## src/rtl/srld_pkg.sv

```systemverilog
`default_nettype none

package srld_pkg;

	// Field widths
	localparam int MicW     = 10;
	localparam int TimeW    = 32;
	localparam int DutyW    = 8;
	localparam int ThreshW  = 9;
	localparam int MciW     = 7;
	localparam int DimIntW  = 10;
	localparam int CfgDataW = 10;
	localparam int CfgIdxW  = 2;
	localparam int LfsrW    = 16;

	// Level arithmetic
	localparam int AmplitudeMax = 500;
	localparam int AdcMax       = 1023;
	localparam int PwmMax       = 255;
	// floor(t / 500) = (t * RecipLevel) >> RecipShift for t up to 255 * 500
	localparam int RecipLevel   = 134218;
	localparam int RecipShift   = 26;

	localparam logic [DutyW-1:0] DimStep  = 8'd10;
	localparam logic [LfsrW-1:0] LfsrTaps = 16'hB400;
	localparam logic [LfsrW-1:0] LfsrSeed = 16'hACE1;

	// Register reset values
	localparam logic [ThreshW-1:0] ThreshLowRst  = 9'd100;
	localparam logic [ThreshW-1:0] ThreshHighRst = 9'd250;
	localparam logic [MciW-1:0]    MciRst        = 7'd50;
	localparam logic [DimIntW-1:0] DimIntRst     = 10'd100;

	typedef enum logic [CfgIdxW-1:0] {
		REG_THRESHOLD_LOW       = 2'd0,
		REG_THRESHOLD_HIGH      = 2'd1,
		REG_MIN_CHANGE_INTERVAL = 2'd2,
		REG_DIMMING_INTERVAL    = 2'd3
	} cfg_reg_t;

	typedef struct packed {
		logic [MicW-1:0]  mic_sample;
		logic [TimeW-1:0] now_ms;
	} in_item_t;

	typedef struct packed {
		logic [DutyW-1:0] red_duty;
		logic [DutyW-1:0] green_duty;
		logic [DutyW-1:0] blue_duty;
		logic             beat_indicator;
	} out_item_t;

	typedef struct packed {
		logic [ThreshW-1:0] threshold_low;
		logic [ThreshW-1:0] threshold_high;
		logic [MciW-1:0]    min_change_interval;
		logic [DimIntW-1:0] dimming_interval;
	} srld_cfg_t;

	// Sample after level conversion
	typedef struct packed {
		logic [ThreshW-1:0] raw;
		logic [DutyW-1:0]   level;
		logic [TimeW-1:0]   now_ms;
	} lvl_t;

	function automatic logic [LfsrW-1:0] lfsr_next(input logic [LfsrW-1:0] v);
		logic [LfsrW-1:0] n;
		n = v >> 1;
		if (v[0]) begin
			n = n ^ LfsrTaps;
		end
		return n;
	endfunction

	// floor(c * s / 255): estimate by >> 8, then one correction step
	function automatic logic [DutyW-1:0] scale_color(input logic [DutyW-1:0] c,
							  input logic [DutyW-1:0] s);
		logic [15:0] p;
		logic [7:0]  q0;
		logic [15:0] back;
		logic [15:0] r;
		p    = {8'd0, c} * {8'd0, s};
		q0   = p[15:8];
		back = {q0, 8'd0} - {8'd0, q0};
		r    = p - back;
		return (r >= 16'd255) ? (q0 + 8'd1) : q0;
	endfunction

	// (lfsr * level) >> 16
	function automatic logic [DutyW-1:0] beat_color(input logic [LfsrW-1:0] l,
							 input logic [DutyW-1:0] lv);
		logic [23:0] p;
		p = {8'd0, l} * {16'd0, lv};
		return p[23:16];
	endfunction

endpackage

`default_nettype wire

```

## src/rtl/srld_cfg.sv

```systemverilog
`default_nettype none

module srld_cfg
	import srld_pkg::*;
(
	input  wire logic                clk,
	input  wire logic                arst_n,
	input  wire logic                cfg_we,
	input  wire logic [CfgIdxW-1:0]  cfg_index,
	input  wire logic [CfgDataW-1:0] cfg_data,
	output srld_cfg_t                cfg
);

	srld_cfg_t cfg_q;

	always_ff @(posedge clk or negedge arst_n) begin
		if (!arst_n) begin
			cfg_q.threshold_low       <= ThreshLowRst;
			cfg_q.threshold_high      <= ThreshHighRst;
			cfg_q.min_change_interval <= MciRst;
			cfg_q.dimming_interval    <= DimIntRst;
		end else if (cfg_we) begin
			case (cfg_reg_t'(cfg_index))
				REG_THRESHOLD_LOW:       cfg_q.threshold_low       <= cfg_data[ThreshW-1:0];
				REG_THRESHOLD_HIGH:      cfg_q.threshold_high      <= cfg_data[ThreshW-1:0];
				REG_MIN_CHANGE_INTERVAL: cfg_q.min_change_interval <= cfg_data[MciW-1:0];
				REG_DIMMING_INTERVAL:    cfg_q.dimming_interval    <= cfg_data[DimIntW-1:0];
				default: ;
			endcase
		end
	end

	assign cfg = cfg_q;

endmodule

`default_nettype wire

```

## src/rtl/srld_level.sv

```systemverilog
`default_nettype none

module srld_level
	import srld_pkg::*;
(
	input  wire logic     clk,
	input  wire logic     arst_n,
	input  wire logic     in_valid,
	output logic          in_stall,
	input  wire in_item_t in_data,
	input  wire logic     ready_s1,
	output logic          valid_s1,
	output lvl_t          lvl_s1
);

	logic [19:0] p;
	logic [9:0]  q0;
	logic [19:0] back;
	logic [19:0] r;
	logic [9:0]  q;
	logic [9:0]  dev;
	logic [8:0]  raw;
	logic [16:0] t;
	logic [34:0] prod;
	lvl_t        lvl_d;
	logic        take;

	// q = x * 1000 / 1023: estimate by >> 10, off by at most one
	always_comb begin
		p    = ({10'd0, in_data.mic_sample} << 10) - ({10'd0, in_data.mic_sample} << 4)
		     - ({10'd0, in_data.mic_sample} << 3);
		q0   = p[19:10];
		back = {q0, 10'd0} - {10'd0, q0};
		r    = p - back;
		q    = (r >= 20'(AdcMax)) ? (q0 + 10'd1) : q0;
		dev  = (q >= 10'(AmplitudeMax)) ? (q - 10'(AmplitudeMax)) : (10'(AmplitudeMax) - q);
		raw  = (dev > 10'(AmplitudeMax)) ? 9'(AmplitudeMax) : dev[8:0];
		t    = ({raw, 8'd0}) - {8'd0, raw};
		prod = {18'd0, t} * 35'(RecipLevel);
		lvl_d.raw    = raw;
		lvl_d.level  = prod[RecipShift+7:RecipShift];
		lvl_d.now_ms = in_data.now_ms;
	end

	assign in_stall = valid_s1 && !ready_s1;
	assign take     = in_valid && !in_stall;

	always_ff @(posedge clk or negedge arst_n) begin
		if (!arst_n) begin
			valid_s1 <= 1'b0;
		end else if (!in_stall) begin
			valid_s1 <= in_valid;
		end
	end

	always_ff @(posedge clk) begin
		if (take) begin
			lvl_s1 <= lvl_d;
		end
	end

endmodule

`default_nettype wire

```

## src/rtl/srld_core.sv

```systemverilog
`default_nettype none

module srld_core
	import srld_pkg::*;
(
	input  wire logic      clk,
	input  wire logic      arst_n,
	input  wire srld_cfg_t cfg,
	input  wire logic      valid_s1,
	input  wire lvl_t      lvl_s1,
	output logic           ready_s1,
	output logic           out_valid,
	input  wire logic      out_stall,
	output out_item_t      out_data
);

	logic             first_beat_q;
	logic [TimeW-1:0] last_change_q;
	logic [TimeW-1:0] last_act_q;
	logic             dimming_q;
	logic [DutyW-1:0] color_q [3];
	logic [DutyW-1:0] dim_q;
	logic             ind_q;
	logic [LfsrW-1:0] lfsr_q;

	logic             out_valid_q;
	out_item_t        out_data_q;

	logic [ThreshW-1:0] high_eff;
	logic               active;
	logic               beat;
	logic               change_ok;
	logic [TimeW-1:0]   since_change;
	logic [TimeW-1:0]   since_act;
	logic [12:0]        wait_ms;
	logic               dim_ok;
	logic [DutyW-1:0]   dim_next;
	logic [LfsrW-1:0]   l1, l2, l3;
	logic [DutyW-1:0]   new_color [3];
	logic [DutyW-1:0]   scale;
	logic [DutyW-1:0]   scaled [3];
	logic               draw;
	logic               emit;
	out_item_t          res;
	logic               adv;

	always_comb begin
		high_eff = (cfg.threshold_high > cfg.threshold_low) ? cfg.threshold_high
								    : cfg.threshold_low;
		active   = lvl_s1.raw > cfg.threshold_low;
		beat     = active && (lvl_s1.raw >= high_eff);

		since_change = lvl_s1.now_ms - last_change_q;
		change_ok    = !first_beat_q || (since_change >= {25'd0, cfg.min_change_interval});
		draw         = beat && change_ok;

		since_act = lvl_s1.now_ms - last_act_q;
		wait_ms   = dimming_q ? {3'd0, cfg.dimming_interval}
				      : ({3'd0, cfg.dimming_interval} << 2) + {3'd0, cfg.dimming_interval};
		dim_ok    = !active && (dim_q != '0) && (since_act > {19'd0, wait_ms});
		dim_next  = (dim_q > DimStep) ? (dim_q - DimStep) : '0;

		l1 = lfsr_next(lfsr_q);
		l2 = lfsr_next(l1);
		l3 = lfsr_next(l2);
		new_color[0] = beat_color(l1, lvl_s1.level);
		new_color[1] = beat_color(l2, lvl_s1.level);
		new_color[2] = beat_color(l3, lvl_s1.level);

		scale = active ? lvl_s1.level : dim_next;
		for (int i = 0; i < 3; i++) begin
			scaled[i] = scale_color(color_q[i], scale);
		end

		emit = draw || (active && !beat) || dim_ok;

		if (draw) begin
			res.red_duty       = new_color[0];
			res.green_duty     = new_color[1];
			res.blue_duty      = new_color[2];
			res.beat_indicator = 1'b1;
		end else begin
			res.red_duty       = scaled[0];
			res.green_duty     = scaled[1];
			res.blue_duty      = scaled[2];
			// a dim step repeats the last indicator value
			res.beat_indicator = active ? 1'b0 : ind_q;
		end
	end

	assign adv      = !out_valid_q || !out_stall;
	assign ready_s1 = adv;

	always_ff @(posedge clk or negedge arst_n) begin
		if (!arst_n) begin
			first_beat_q  <= 1'b0;
			last_change_q <= '0;
			last_act_q    <= '0;
			dimming_q     <= 1'b0;
			color_q[0]    <= '0;
			color_q[1]    <= '0;
			color_q[2]    <= '0;
			dim_q         <= '0;
			ind_q         <= 1'b0;
			lfsr_q        <= LfsrSeed;
			out_valid_q   <= 1'b0;
		end else if (adv) begin
			out_valid_q <= valid_s1 && emit;
			if (valid_s1) begin
				if (draw) begin
					color_q[0]    <= new_color[0];
					color_q[1]    <= new_color[1];
					color_q[2]    <= new_color[2];
					lfsr_q        <= l3;
					last_change_q <= lvl_s1.now_ms;
					first_beat_q  <= 1'b1;
					ind_q         <= 1'b1;
				end else if (active && !beat) begin
					ind_q <= 1'b0;
				end
				if (active) begin
					dim_q     <= lvl_s1.level;
					dimming_q <= 1'b0;
				end else if (dim_ok) begin
					dim_q     <= dim_next;
					dimming_q <= 1'b1;
				end
				if (emit) begin
					last_act_q <= lvl_s1.now_ms;
				end
			end
		end
	end

	always_ff @(posedge clk) begin
		if (adv) begin
			out_data_q <= res;
		end
	end

	assign out_valid = out_valid_q;
	assign out_data  = out_data_q;

endmodule

`default_nettype wire

```

## src/rtl/sound_reactive_rgb_led_driver_core.sv

```systemverilog
// An accepted request's level is registered in s1, then its result in the output register.
// Throughput: one request per cycle while no held output result is stalled by out_stall.
// A request that leaves no result still takes its turn through the state stage.
// Reset (arst_n, asynchronous, low): registers to defaults, colours and timers to zero,
// LFSR to its seed; no result pending.
`default_nettype none

module sound_reactive_rgb_led_driver_core
	import srld_pkg::*;
(
	input  wire logic                clk,
	input  wire logic                arst_n,
	input  wire logic                in_valid,
	output logic                     in_stall,
	input  wire in_item_t            in_data,
	output logic                     out_valid,
	input  wire logic                out_stall,
	output out_item_t                out_data,
	input  wire logic                cfg_we,
	input  wire logic [CfgIdxW-1:0]  cfg_index,
	input  wire logic [CfgDataW-1:0] cfg_data
);

	srld_cfg_t cfg;
	logic      valid_s1;
	logic      ready_s1;
	lvl_t      lvl_s1;

	// Register file: thresholds and intervals; write only while idle (the block does not enforce this)
	srld_cfg u_cfg (
		.clk       (clk),
		.arst_n    (arst_n),
		.cfg_we    (cfg_we),
		.cfg_index (cfg_index),
		.cfg_data  (cfg_data),
		.cfg       (cfg)
	);

	// Stage 1: sample to centred amplitude (raw) and 0..255 level, no state involved
	srld_level u_level (
		.clk      (clk),
		.arst_n   (arst_n),
		.in_valid (in_valid),
		.in_stall (in_stall),
		.in_data  (in_data),
		.ready_s1 (ready_s1),
		.valid_s1 (valid_s1),
		.lvl_s1   (lvl_s1)
	);

	// Stage 2: beat / medium / silence decision, colour store, LFSR, dimming
	// timers and the output register. Stage 1 stalls only while a result is
	// held on the output and not taken.
	srld_core u_core (
		.clk       (clk),
		.arst_n    (arst_n),
		.cfg       (cfg),
		.valid_s1  (valid_s1),
		.lvl_s1    (lvl_s1),
		.ready_s1  (ready_s1),
		.out_valid (out_valid),
		.out_stall (out_stall),
		.out_data  (out_data)
	);

`ifndef SYNTH
	// A new result only ever comes from a request held in stage 1
	a_result_source: assert property (@(posedge clk) disable iff (!arst_n)
		$rose(out_valid) |-> $past(valid_s1))
		else $error("result without a request in stage 1");

	// Stage 1 holds its request while the state stage cannot advance
	a_s1_hold: assert property (@(posedge clk) disable iff (!arst_n)
		(valid_s1 && !ready_s1) |=> (valid_s1 && $stable(lvl_s1)))
		else $error("stage 1 request lost under stall");

	// The centred amplitude never exceeds full scale
	a_raw_range: assert property (@(posedge clk) disable iff (!arst_n)
		valid_s1 |-> (lvl_s1.raw <= 9'(AmplitudeMax)))
		else $error("amplitude out of range");
`endif

endmodule

`default_nettype wire
```

## config.mk

```make
export PLATFORM = sky130hd
export DESIGN_NAME = sound_reactive_rgb_led_driver_core
export DESIGN_NICKNAME = d
export VERILOG_FILES = /design/src/rtl/srld_pkg.sv /design/src/rtl/srld_cfg.sv /design/src/rtl/srld_level.sv /design/src/rtl/srld_core.sv /design/src/rtl/sound_reactive_rgb_led_driver_core.sv
export SDC_FILE = /design/constraint.sdc
export NUM_CORES = 2
export LEC_CHECK = 0
export BUFFER_PORTS_ARGS = -buffer_cell sky130_fd_sc_hd__buf_4
export CAP_MARGIN = 20
export CORE_MARGIN = 3
export CORE_UTILIZATION = 64
export DETAILED_ROUTE_END_ITERATION = 10
export PLACE_DENSITY = 0.81
export SYNTH_ARGS = -nofsm -noshare
export SYNTH_HDL_FRONTEND = slang
export SYNTH_SLANG_ARGS = --single-unit
```

## constraint.sdc

```tcl
create_clock -name clk -period 10.55 [get_ports clk]
set_input_delay 2.11 -clock clk [delete_from_list [all_inputs] [get_ports clk]]
set_output_delay 2.11 -clock clk [all_outputs]
set_load 0.02 [all_outputs]
```

Word-level counts from Yosys, hierarchy flattened --
Index checks and enable logic that the tools add are counted.
Storage, ports and cells: register bits 226, input bits 59, output and inout bits 27, logic and storage cells 121
Cells by class: $add $sub $neg 21, multiply operators 7, magnitude comparators 12, equal/unequal tests 3, multiplexer cells 21, bitwise operators 3, reductions and logical operators 31
Operators by type and width (count):
- $mul A16 B8 Y24 | 3
- $sub A32 B32 Y32 | 2
- $mux W8 | 7
- $ge A16 B8 Y1 const B | 3
- $mul A8 B8 Y16 | 3
- $mux W16 | 3
- $sub A16 B16 Y16 | 3
- $sub A16 B8 Y16 | 3
- $mul A17 B17 Y33 const B | 1
- $ge A32 B7 Y1 | 1
- $gt A32 B13 Y1 | 1
- $mux W25 | 1
- $add A8 B1 Y8 const B | 3
- $ge A20 B10 Y1 const B | 1
- $mux W10 | 2
- $sub A20 B10 Y20 | 1
- $sub A20 B13 Y20 | 1
- $sub A20 B14 Y20 | 1
- $sub A20 B20 Y20 | 1
- $gt A9 B9 Y1 | 2
- $mux W9 | 2
- $sub A17 B9 Y17 | 1
- $add A12 B10 Y13 | 1
- $mux W13 | 1
- 20 further kinds | 50

Depth between registers and ports, before layout --
depth after elaboration 12, mapped depth 69, gate-level depth less buffers 66

Modules after synthesis --
A second synthesis with hierarchy kept.
Unflattened totals: cells, all modules 3980, area, all modules 36996.7 µm²
By module, submodules not included:
- srld_core | instances 1, cells an instance 3085, area an instance 27632.8 µm², seq. area each 3663.5 µm²
- srld_level | instances 1, cells an instance 820, area an instance 8022.7 µm², seq. area each 1496.4 µm²
- srld_cfg | instances 1, cells an instance 75, area an instance 1341.3 µm², seq. area each 894.6 µm²

Worst setup path before layout --
OpenSTA, ideal clock, no wires.
path type input to register, start point input port in_data[39] (netlist name), end point register u_level.lvl_s1[39] (netlist name), setup time 0.280 ns, arrival 15.120 ns, data required time 10.270 ns, setup slack -4.849 ns, stages 58, buffers on the path 4, cell sequence inv_1 > fa_1 > ha_1 > buf_4 > a21o_1 > o31ai_1 > a211oi_1 > nor4_2 > ha_1 > inv_1 > ha_1 > clkbuf_1 > inv_1 > o211a_1 > o21ai_0 > a21oi_1 > mux2_2 > or4_1 > (+22 left out) > ha_1 > ha_1 > inv_1 > fa_1 > inv_1 > fa_1 > ha_1 > ha_1 > and3_1 > and3b_1 > a211oi_1 > o21ai_0 > a21o_1 > a21o_1 > o31ai_1 > or3_1 > a31oi_4 > xor2_1
Between the ends: word-level cells in the longest chain between the ends 12, elaborated cells on any way between the ends 15, classes of those cells 8 x add/sub; 1 x mul; 3 x order compare; 3 x mux
Ends and longest elaborated chain:
- from (decl) | line sound_reactive_rgb_led_driver_core.sv:15 | input wire in_item_t in_data,
- $sub A20 B14 Y20 | line srld_level.sv:30 | p = ({10'd0, in_data.mic_sample} << 10) - ({10'd0, in_data.mic_sample} << 4)
- $sub A20 B13 Y20 (*) | line srld_level.sv:31 | - ({10'd0, in_data.mic_sample} << 3);
- $sub A20 B10 Y20 | line srld_level.sv:33 | back = {q0, 10'd0} - {10'd0, q0};
- $sub A20 B20 Y20 | line srld_level.sv:34 | r = p - back;
- $ge A20 B10 Y1 | line srld_level.sv:35 | q = (r >= 20'(AdcMax)) ? (q0 + 10'd1) : q0;
- $mux W10 (*) | line srld_level.sv:35
- $sub A9 B10 Y10, or another cell as far along | line srld_level.sv:36 | dev = (q >= 10'(AmplitudeMax)) ? (q - 10'(AmplitudeMax)) : (10'(AmplitudeMax) - q);
- $mux W10 (*) | line srld_level.sv:36
- $gt A10 B9 Y1 | line srld_level.sv:37 | raw = (dev > 10'(AmplitudeMax)) ? 9'(AmplitudeMax) : dev[8:0];
- $mux W9 (*) | line srld_level.sv:37
- $sub A17 B9 Y17 (*) | line srld_level.sv:38 | t = ({raw, 8'd0}) - {8'd0, raw};
- $mul A17 B17 Y33 (*) | line srld_level.sv:39 | prod = {18'd0, t} * 35'(RecipLevel);
- named net u_level.prod[33] | line srld_level.sv:24 | logic [34:0] prod;
Mark *: on every way through the listed nets, which the timed path passes. The rest lies on a longest branch. A chain may end at the register's enable or synchronous reset.

Worst setup path after layout --
start point input port in_data[38] (netlist name), end point register u_level.lvl_s1[39] (netlist name)
Between the ends: word-level cells in the longest chain between the ends 12, elaborated cells on any way between the ends 15, classes of those cells 8 x add/sub; 1 x mul; 3 x order compare; 3 x mux
Ends and longest elaborated chain (line):
- $sub A20 B14 Y20 | srld_level.sv:30
- $sub A20 B13 Y20 (*) | srld_level.sv:31
- $sub A20 B10 Y20 | srld_level.sv:33
- $sub A20 B20 Y20 | srld_level.sv:34
- $ge A20 B10 Y1 | srld_level.sv:35
- $mux W10 (*) | srld_level.sv:35
- $sub A9 B10 Y10, or another cell as far along | srld_level.sv:36
- $mux W10 (*) | srld_level.sv:36
- $gt A10 B9 Y1 | srld_level.sv:37
- $mux W9 (*) | srld_level.sv:37
- $sub A17 B9 Y17 (*) | srld_level.sv:38
- $mul A17 B17 Y33 (*) | srld_level.sv:39
- named net u_level.prod[33] | srld_level.sv:24
Marked as above.

==> impl_results.md <==
* Outcome: finished, violations left
* Violations in the final reports: setup timing
* Number of buffer and inverter stages on the critical path at 10
* Worst path required time at 10.89 ns
* Post-place instance area at 0.04051 mm^2
* Port Buffer Count at 85
* Synthesized area per cell at 9.154 um^2
* Routed wire length per instance at 18.38 um
* Unrepaired setup endpoints after global routing: yes
* Worst Setup Slack, final at -2.915 ns
* DP HPWL at 71,340 um
* Cell type group with the largest total delay on the critical path: adder cells
* Ant. Diodes at 0
* Number of enable-type register cells in the synthesized netlist at 74
* Final design instance area without fill at 0.04294 mm^2
* Combined area of all synthesized cells at 0.03631 mm^2
* Max stage delay on crit path at 0.60 ns
* Minimum hold slack at 0.4742 ns
* Crit-path most repeated cell: ha_4
* Total iterations of the first detailed-routing run at 5
* Final Setup Violations at 8
* Fin crit period at 13.47 ns
* Grt total ovfl at 0
* Die Area at 0.05963 mm^2
* Number of cells produced by synthesis at 3,967
* Cell count after placement at 5,022
* Buffers from clock root to sink, at most at 3
* Starting utilization of the core area at 65.28%
* Remaining DRCs at 0
* Area leader, netlist: ha_1
* Highest clock frequency the design can meet at 74.27 MHz
* Final hold violation count at 0
* Number of DRC markers after the initial detailed-route iteration at 2,020
* Total number of vias at 29,900
* Via count normalized by instance count at 5.829
* Fraction of layout instances using a drive strength above 1 at 20.36%
* Startpoint class of the critical path: input pin
* Number of register bits inferred by synthesis at 226
* Post-synth ARST share at 67.26%
* Antenna viol nets, final at 0
* Total CTS buffers at 29
* TritonCTS clock tree: yes
* Vias in the first global route at 30,980
* Critical Path Sink Type: flip-flop
* Share of the synthesized area in the top cell type at 19.85%
* Synth Net Count at 4,955
* Post-synthesis cell type count at 95
* Crit-path max FO at 8
* Final non-filler cell total at 5,129
* Worst min-delay path category: flip-flop to flip-flop
* Clock Tree Root: clkbuf_16
* Worst slew margin at 29.57%
* Final clock skew at 0.01695 ns
* Number of antenna violations at the first check in global routing at 0
* Warnings from Yosys at 0
* Fill cells at 3,642
* Clock latency of the later-clocked register in the worst-skew pair at 0.59 ns
* Cell types with the largest area share after synthesis: ha_1, fa_1, dfrtp_1, inv_1, edfxtp_1
* Clock slew at reported path FFs at 0.07 ns
* Multi-input combinational cell area at 0.02856 mm^2
* Max-cap violations at 0
* Tcrit/Tclk final at 127.6%
* Wire length of the first global-routing pass at 152,600 um
* Critical path class: input pin to flip-flop
* Die span in x at 244.2 um
* Final RePlAce weighted congestion at 0.9451
* Total number of placement rows at 86
* Count of clock tree sinks at 226
* Transition time of the tightest slew-check pin at 1.054 ns
* Final net count at 5,346
* Final number of max-transition violations at 0
* Register cell area after layout at 0.006055 mm^2
* Setup TNS at -21.70 ns
* Sequential cell area fraction in the yosys report at 16.67%
* Synthesis-to-layout area growth at 18.24%
* Most instantiated flip-flop cell in the synthesis netlist: dfrtp_1
* Area of the placeable core at 0.05563 mm^2
* Worst Path Arrival at 13.81 ns
* H-tree depth at 1
* Slowest cell on crit path: fa_1
* GR Util All Layers at 31.26%
* Final routed wirelength across all metal layers at 94,270 um
* Height of the die at 244.2 um
* Count of boundary I/O pins at 86
* Largest net degree at the start of global routing at 84
-- cell families after synthesis --
| logic type | count (synthesis) | synth area share [%] |
|---|---|---|
| compound gates | 616 | 11.19 |
| xor+xnor | 204 | 5.013 |
| mux | 174 | 5.230 |
| buf+inv | 832 | 8.721 |
| flops | 226 | 16.67 |
| simple gates | 986 | 13.86 |
| fa+ha+maj | 929 | 39.31 |
-- flip-flops by register name (all words and copies together), names as in the netlist --
name / cells
u_core.last_act_q: 32
u_core.out_data: 25
u_core.color_q: 24
u_core.first_beat_q: 1
u_core.dimming_q: 1
u_core.out_valid: 1
u_level.valid_s1: 1
u_level.lvl_s1: 49
u_core.lfsr_q: 16
u_core.ind_q: 1
u_cfg.cfg: 35
u_core.dim_q: 8
u_core.last_change_q: 32
-- metal layers --
layer / global-route usage (%) / share of wire (%) / vias to the layer above
li1: - / - / 13990
met1: 40.53 / 41 / 14580
met2: 53.96 / 49 / 1053
met3: 4.090 / 6.4 / 280
met4: 10.88 / 3.9 / 0
met5: 0 / 0 / -
-- repair_timing --
item,4_1_cts,5_1_grt
cloned,0,0
setup buffers,27,25
hold buffers,0,0
setup endpoints to repair,8,20
endpoints found under the hold margin,0,0
pin swaps,80,39
gates resized for setup,84,81
-- cells in the final DEF, fill, tap and decap left out, types with 44 or more instances in the layout --
| cell | synthesis | layout |
|---|---|---|
| edfxtp_1 | 74 | 74 |
| xnor2_1 | 144 | 127 |
| and2_1 | 199 | 198 |
| dfrtp_1 | 129 | 129 |
| mux2i_1 | 48 | 48 |
| ha_1 | 576 | 529 |
| o21bai_1 | 53 | 53 |
| nor2_1 | 165 | 156 |
| nand2_1 | 289 | 281 |
| o21ai_0 | 102 | 86 |
| xor2_1 | 57 | 54 |
| a21o_1 | 52 | 50 |
| ha_4 | 0 | 44 |
| nor3_1 | 56 | 52 |
| buf_4 | 8 | 442 |
| inv_1 | 725 | 704 |
| mux2_2 | 121 | 120 |
| a21oi_1 | 190 | 170 |
| fa_1 | 353 | 350 |
-- per-stage QoR --
stage / worst slack [ns] / util [%]
final: -2.915 / 77.19
after global placement: -3.309 / 72.82
after CTS: -2.580 / 76.00
after floorplan: -3.308 / -
after global routing: -3.283 / 77.19
after detailed placement: -3.597 / 72.82
-- synth_stat cells (16+ instances only) --
cell type	count
dfstp_2	23
xnor2_1	144
mux2i_1	48
nand2b_1	42
nor2_1	165
edfxtp_1	74
o21ai_0	102
nor3_1	56
clkbuf_1	76
o21bai_1	53
ha_1	576
nor2b_1	34
nor4_1	18
and2_1	199
or3_1	23
a211oi_1	32
nand3_1	46
xor2_1	57
o31ai_1	16
nand4_1	25
fa_1	353
a21o_1	52
mux2_2	121
a21oi_1	190
inv_1	725
nand2_1	289
o21a_1	35
and3_1	29
dfrtp_1	129
-- cell type report --
| type | instances | share of cell area, % |
|---|---|---|
| Clock buffer | 36 | 1.920 |
| Timing Repair Buffer | 463 | 8.459 |
| Sequential cell | 226 | 14.10 |
| Clock inverter | 18 | 0.4050 |
| Tap cell | 748 | 2.180 |
| Multi-Input combinational cell | 2909 | 66.52 |
| Inverter | 729 | 6.419 |
-- final timing paths --
| check | start | to | slack (ns) | cells after the start |
|---|---|---|---|---|
| setup / recovery | in_data[38] | u_level.lvl_s1[39] | -2.92 | 57 |
| hold / removal | u_core.first_beat_q | u_core.first_beat_q | 0.47 | 1 |
| setup reg to reg | u_cfg.cfg[27] | u_core.out_data[16] | 0.48 | 52 |
| hold reg to reg | u_core.first_beat_q | u_core.first_beat_q | 0.47 | 1 |
| max in group asynchronous | arst_n | u_cfg.cfg[29] | 7.46 | 2 |
| min in group asynchronous | arst_n | u_core.last_change_q[17] | 1.58 | 1 |
Power is not shown: default switching activity piles up to over one toggle a cycle in this logic, so the estimate is an artifact.
